--- src/rtl/core/ufq_pkg.sv ---
package ufq_pkg;

   localparam int VALUE_W  = 31;
   localparam int STATUS_W = 3;

   localparam logic [STATUS_W-1:0] ST_OK        = 3'd0;
   localparam logic [STATUS_W-1:0] ST_NEGATIVE  = 3'd1;
   localparam logic [STATUS_W-1:0] ST_DUPLICATE = 3'd2;
   localparam logic [STATUS_W-1:0] ST_FULL      = 3'd3;
   localparam logic [STATUS_W-1:0] ST_EMPTY     = 3'd4;

   localparam logic OP_INSERT = 1'b0;
   localparam logic OP_REMOVE = 1'b1;

   typedef struct packed {
      logic               op;
      logic signed [31:0] data_in;
   } req_type;

   typedef struct packed {
      logic [STATUS_W-1:0] status;
      logic [VALUE_W-1:0]  data_out;
   } rsp_type;

   typedef struct packed {
      logic shift;
      logic load;
   } cell_ctrl_type;

endpackage

--- src/rtl/core/unique_fifo_queue.sv ---
// Channel     Ports                         Transfer
// request     start, busy, req_data         rising edge with start high and busy low
// result      rsp_strobe, rsp_data          the single cycle in which rsp_strobe is high
//
// A remove, or an insert of a negative value, gives its result in the cycle after the transfer.
// An insert of a non-negative value rotates the row of cells once round in S_SCAN, to
// compare every held value, then commits in S_DONE, whose result is registered onto rsp_data.
// Synchronous reset empties the queue; the stored values themselves are not cleared.
// The receiver cannot stall; busy holds further requests off while an insert is being checked.
module unique_fifo_queue #(
   parameter int DEPTH = 16
) (
   input  logic              clock,
   input  logic              reset,
   input  logic              start,
   output logic              busy,
   input  ufq_pkg::req_type  req_data,
   output logic              rsp_strobe,
   output ufq_pkg::rsp_type  rsp_data
);
   import ufq_pkg::*;

   localparam int CNT_W = $clog2(DEPTH + 1);

   localparam logic [1:0] S_IDLE = 2'd0;
   localparam logic [1:0] S_SCAN = 2'd1;
   localparam logic [1:0] S_DONE = 2'd2;

   localparam logic [CNT_W-1:0] FULL_COUNT = CNT_W'(DEPTH);
   localparam logic [CNT_W-1:0] LAST_STEP  = CNT_W'(DEPTH - 1);

   logic [1:0]         state_ff,  state_in;
   logic [CNT_W-1:0]   fill_ff,   fill_in;
   logic [CNT_W-1:0]   cnt_ff,    cnt_in;
   logic               found_ff,  found_in;
   logic [VALUE_W-1:0] value_ff,  value_in;
   logic               strobe_ff, strobe_in;
   rsp_type            rsp_ff,    rsp_in;

   logic                 shift_all;
   logic                 load_any;
   logic [VALUE_W-1:0]   cell_data [DEPTH];

   genvar i;
   generate
      for (i = 0; i < DEPTH; i++) begin : g_cell
         localparam logic [CNT_W-1:0] POS = CNT_W'(i);
         cell_ctrl_type      ctrl;
         logic [VALUE_W-1:0] next_value;

         always_comb begin
            ctrl.shift = shift_all;
            ctrl.load  = load_any && (fill_ff == POS);
         end

         assign next_value = (i == DEPTH - 1) ? cell_data[0] : cell_data[(i + 1) % DEPTH];

         ufq_cell u_cell (
            .clock     (clock),
            .ctrl      (ctrl),
            .next_data (next_value),
            .load_data (value_ff),
            .data      (cell_data[i])
         );
      end
   endgenerate

   always_comb begin
      state_in  = state_ff;
      fill_in   = fill_ff;
      cnt_in    = cnt_ff;
      found_in  = found_ff;
      value_in  = value_ff;
      strobe_in = 1'b0;
      rsp_in    = rsp_ff;
      shift_all = 1'b0;
      load_any  = 1'b0;

      unique case (state_ff)
         S_IDLE: begin
            if (start) begin
               rsp_in.data_out = '0;
               if (req_data.op == OP_REMOVE) begin
                  strobe_in = 1'b1;
                  if (fill_ff == '0) begin
                     rsp_in.status = ST_EMPTY;
                  end else begin
                     rsp_in.status   = ST_OK;
                     rsp_in.data_out = cell_data[0];
                     shift_all       = 1'b1;
                     fill_in         = fill_ff - CNT_W'(1);
                  end
               end else if (req_data.data_in[31]) begin
                  strobe_in     = 1'b1;
                  rsp_in.status = ST_NEGATIVE;
               end else begin
                  value_in = req_data.data_in[VALUE_W-1:0];
                  cnt_in   = '0;
                  found_in = 1'b0;
                  state_in = S_SCAN;
               end
            end
         end
         S_SCAN: begin
            shift_all = 1'b1;
            if ((cnt_ff < fill_ff) && (cell_data[0] == value_ff)) begin
               found_in = 1'b1;
            end
            cnt_in = cnt_ff + CNT_W'(1);
            if (cnt_ff == LAST_STEP) begin
               state_in = S_DONE;
            end
         end
         S_DONE: begin
            strobe_in       = 1'b1;
            state_in        = S_IDLE;
            rsp_in.data_out = '0;
            priority if (found_ff) begin
               rsp_in.status = ST_DUPLICATE;
            end else if (fill_ff == FULL_COUNT) begin
               rsp_in.status = ST_FULL;
            end else begin
               rsp_in.status   = ST_OK;
               rsp_in.data_out = value_ff;
               load_any        = 1'b1;
               fill_in         = fill_ff + CNT_W'(1);
            end
         end
         default: begin
            state_in = S_IDLE;
         end
      endcase
   end

   always_ff @(posedge clock) begin
      if (reset) begin
         state_ff  <= S_IDLE;
         fill_ff   <= '0;
         strobe_ff <= 1'b0;
      end else begin
         state_ff  <= state_in;
         fill_ff   <= fill_in;
         strobe_ff <= strobe_in;
      end
   end

   always_ff @(posedge clock) begin
      cnt_ff   <= cnt_in;
      found_ff <= found_in;
      value_ff <= value_in;
      rsp_ff   <= rsp_in;
   end

   assign busy       = (state_ff != S_IDLE);
   assign rsp_strobe = strobe_ff;
   assign rsp_data   = rsp_ff;

endmodule

--- src/rtl/core/ufq_cell.sv ---
module ufq_cell (
   input  logic                         clock,
   input  ufq_pkg::cell_ctrl_type       ctrl,
   input  logic [ufq_pkg::VALUE_W-1:0]  next_data,
   input  logic [ufq_pkg::VALUE_W-1:0]  load_data,
   output logic [ufq_pkg::VALUE_W-1:0]  data
);
   import ufq_pkg::*;

   logic [VALUE_W-1:0] data_ff;
   logic [VALUE_W-1:0] data_in;

   always_comb begin
      priority if (ctrl.load) begin
         data_in = load_data;
      end else if (ctrl.shift) begin
         data_in = next_data;
      end else begin
         data_in = data_ff;
      end
   end

   always_ff @(posedge clock) begin
      data_ff <= data_in;
   end

   assign data = data_ff;

endmodule

--- config.mk ---
export PLATFORM = sky130hd
export DESIGN_NAME = unique_fifo_queue
export DESIGN_NICKNAME = d
export VERILOG_FILES = /design/src/rtl/core/ufq_pkg.sv /design/src/rtl/core/unique_fifo_queue.sv /design/src/rtl/core/ufq_cell.sv
export SDC_FILE = /design/constraint.sdc
export NUM_CORES = 1
export LEC_CHECK = 0
export BUFFER_PORTS_ARGS = -buffer_cell sky130_fd_sc_hd__buf_2
export CAP_MARGIN = 25
export CORE_MARGIN = 2
export CORE_UTILIZATION = 40
export DETAILED_ROUTE_END_ITERATION = 10
export HOLD_SLACK_MARGIN = 0.1
export PLACE_DENSITY = 0.66
export SYNTH_ARGS = -nofsm -noshare
export SYNTH_HDL_FRONTEND = slang
export SYNTH_SLANG_ARGS = --single-unit
--- constraint.sdc ---
create_clock -name clock -period 4.6 [get_ports clock]
set_input_delay 0.23 -clock clock [delete_from_list [all_inputs] [get_ports clock]]
set_output_delay 0.23 -clock clock [all_outputs]
set_load 0.02 [all_outputs]
==> summary.md <==
| Metric | Value |
|---|---|
| Floorplan row count | `91` |
| Mapped Area | `25000 µm²` |
| Worst-Skew Late Latency | `0.62 ns` |
| Antenna viol nets, final | `0` |
| Post-synthesis sequential area ratio | `0.6875` |
| Post-synthesis cell count | `1402` |
| Status | `finished clean` |
| GRT Util Overall | `0.1757` |
| Total core area | `61710 µm²` |
| Final setup vio count | `0` |
| CP dominant cell by count | `nand2_2` |
| Die X | `254 µm` |
| Detail Placement HPWL | `34550 µm` |
| Aggregate global routing overflow | `0` |
| Largest area contributor in the netlist | `edfxtp_1` |
| Setup slack after layout | `1.224 ns` |
| Tmin final | `3.376 ns` |
| CP delay by family, top | `simple AND/OR/NAND/NOR gates` |
| P_leak | `0.009558 µW` |
| Post-synth EDFFs | `567` |
| Largest fanout on the critical path | `32` |
| Number of diodes | `0` |
| Pre-CTS setup slack | `1.267 ns` |
| Hold_ws | `0.1992 ns` |
| CP required | `4.77 ns` |
| CP max stage delay | `0.66 ns` |
| Mapped Avg Cell Area | `17.83 µm²` |
| Routing usage on met3 | `0.04159` |
| CTS Buffer Depth | `3` |
| CTS tree | `yes` |
| Die area | `64520 µm²` |
| CTS clk-pin slew, worst paths | `0.07 ns` |
| Routed vias/inst | `5.297` |
| Most numerous cell in the Yosys netlist | `edfxtp_1` |
| Worst Min Path Start | `req_data[32]` |
| Vias in the first global route | `12416` |
| PwrDens | `520.0 nW/µm²` |
| # Max-Cap Violations | `0` |
| Post-synth top area share | `0.6810` |
| Iter 0 DRT Violations | `1098` |
| FMAX | `296.2 MHz` |
| Slowest cell on the critical path | `nand2_2` |
| Syn Nets | `1450` |
| First-pass GRT wire length | `82840 µm` |
| Asr flop ratio synth | `0` |
| Slew @ Worst Pin | `0.9957 ns` |
| Hold WC Path Type | `in2reg` |
| Type of element capturing the critical path | `flip-flop` |
| Setup TNS | `0 ns` |
| Routed vias | `12442` |
| Worst path bufs/invs | `2` |
| Final Slew Violations | `0` |
| Initial Util | `0.4051` |
| Commonest cells post-synth | `edfxtp_1, mux2_2, mux2_1` |
| Final wirelength | `56580 µm` |
| Fillers | `5229` |
| Post-synth cell types | `47` |
| I/O pin total | `72` |
| Worst Setup SP | `fill_ff[0]` |
| #FFs+latches synth | `575` |
| Area delta synth->final | `13.34%` |
| DR pass1 iterations | `5` |
| Maximum vdd ir drop | `0.3254 mV` |
| Synth area leaders | `edfxtp_1, mux2_2, mux2_1` |
| Grt peak-use layer | `met1` |
| Total CTS buffers | `58` |
| Placer Congestion | `0.8443` |
| Pin count of the biggest net entering global routing | `33` |
| Startpoint Class | `flip-flop` |
| Fin. Hold Viols | `0` |
| Nets | `1512` |
| Clock Skew | `0.02997 ns` |
| RSZ-0062 raised after global routing | `no` |
| Root Driver | `clkbuf_16` |
| Top_reg_cell synth | `edfxtp_1` |
| DRC | `0` |
| IO Port Bufs | `71` |
| Met2 Use GR | `0.2550` |
| Antenna violations before repair | `2` |
| Routed len/inst | `24.09 µm` |
| Arr. time, crit path | `3.55 ns` |
| Quantity of gates resized following cts | `0` |
| Worst r2r src | `fill_ff[0]` |
| Die Height | `254 µm` |
| Max H-tree Level | `2` |
| Worst-path cell chain | `inv_1, ha_1, nor4bb_4, nor3_4, buf_4, nand2_2, nand2_2` |
| GR Layer Usage met1 | `0.2614` |
| Final worst path period share | `0.7338` |
| Relative slew slack | `0.3362` |
| Crit Path Category | `reg2reg` |
| Post-CTS setup repair buffer count | `0` |
| Synth warnings | `0` |
| Fraction of layout cells with a size suffix above 1 | `0.3995` |
| CTS sink cnt | `575` |
[path summary, 6_finish.rpt]
kind,to,cells after the start,slack [ns]
max,g_cell[15].u_cell.data[28],7,1.22
min,rsp_data[31],2,0.20
max reg2reg,g_cell[15].u_cell.data[28],7,1.22
min reg2reg,g_cell[8].u_cell.data[28],1,0.53
[cell type report]
cell class / count / area, µm² / share of cell area
clock inverters: 45 / 543.0 / 0.01916
well taps: 837 / 1047 / 0.03696
clock buffers: 63 / 1491 / 0.05263
multi-input cells: 689 / 7127 / 0.2515
repair buffers: 130 / 903.4 / 0.03188
flip-flops and latches: 575 / 17190 / 0.6065
inverters: 10 / 37.54 / 0.001325
[routing by layer]
layer  part of all wire  vias to the layer above  routed length [µm]
met5                  0                        -                   0
met4              0.022                        0                1267
met3              0.085                       80                4810
met2               0.43                      495               24290
met1               0.46                     6328               26210
li1                   -                     5539                   -
[logic make-up after synthesis]
| group | after synthesis | share of synthesized area |
|---|---|---|
| fa+ha+maj | 12 | 0.006006 |
| buf+inv | 138 | 0.03023 |
| compound gates | 51 | 0.01531 |
| xor+xnor | 36 | 0.01261 |
| simple gates | 93 | 0.02322 |
| mux | 497 | 0.2252 |
| flops | 575 | 0.6875 |
[sequential cells by signal, summed over array words and instances (netlist names)]
signal,count
fill_ff,5
rsp_strobe,1
found_ff,1
cnt_ff,5
state_ff,2
rsp_data,34
g_cell.u_cell.data,496
value_ff,31
[worst reg2reg max path, cell delays in order, from the launching register on]
cell and delay [ns]:
dfxtp_1 0.33, inv_1 0.20, ha_1 0.31, nor4bb_4 0.47, nor3_4 0.05, buf_4 0.27, nand2_2 0.63, nand2_2 0.66
[what timing repair did]
item                                   CTS  global route
endpoints found under the hold margin   39             0
hold buffers                            34             0
setup endpoints to repair                0             0
[stage by stage]
stage	instance area [µm²]	cells	total power, µW	utilization
after floorplan	25000	1402	8993	-
after global placement	25930	2206	9734	0.4202
after detailed placement	25930	2206	9765	0.4202
after CTS	28310	2348	14830	0.4587
after global routing	28340	2349	15280	0.4592
final	28340	2349	14730	0.4592
[cell usage in the layout (no fill, tap or decap), types with 4 or more instances in the layout]
cell type,synthesis,layout
nand2b_2,0,4
and3_2,0,4
mux2_2,364,364
o21ai_0,5,5
a21oi_1,10,10
clkbuf_16,0,59
nand2_2,8,21
edfxtp_1,567,567
ha_1,12,12
a22o_1,31,31
mux2_4,9,9
clkinvlp_4,0,5
clkbuf_1,51,4
xor2_1,12,12
nand4_1,8,8
clkinv_4,0,6
buf_4,12,24
xnor2_1,24,24
clkinv_2,0,7
dfxtp_1,8,8
bufinv_16,0,11
buf_2,26,71
dlygate4sd3_1,0,34
clkinv_1,0,12
nor2_1,21,19
mux2_1,123,123
inv_1,10,9
[power by group]
part	switching [µW]	internal, µW
Clock	2030	2970
Sequential	411	7260
Combinational	1280	782
Power figures use the tool's default switching activity.
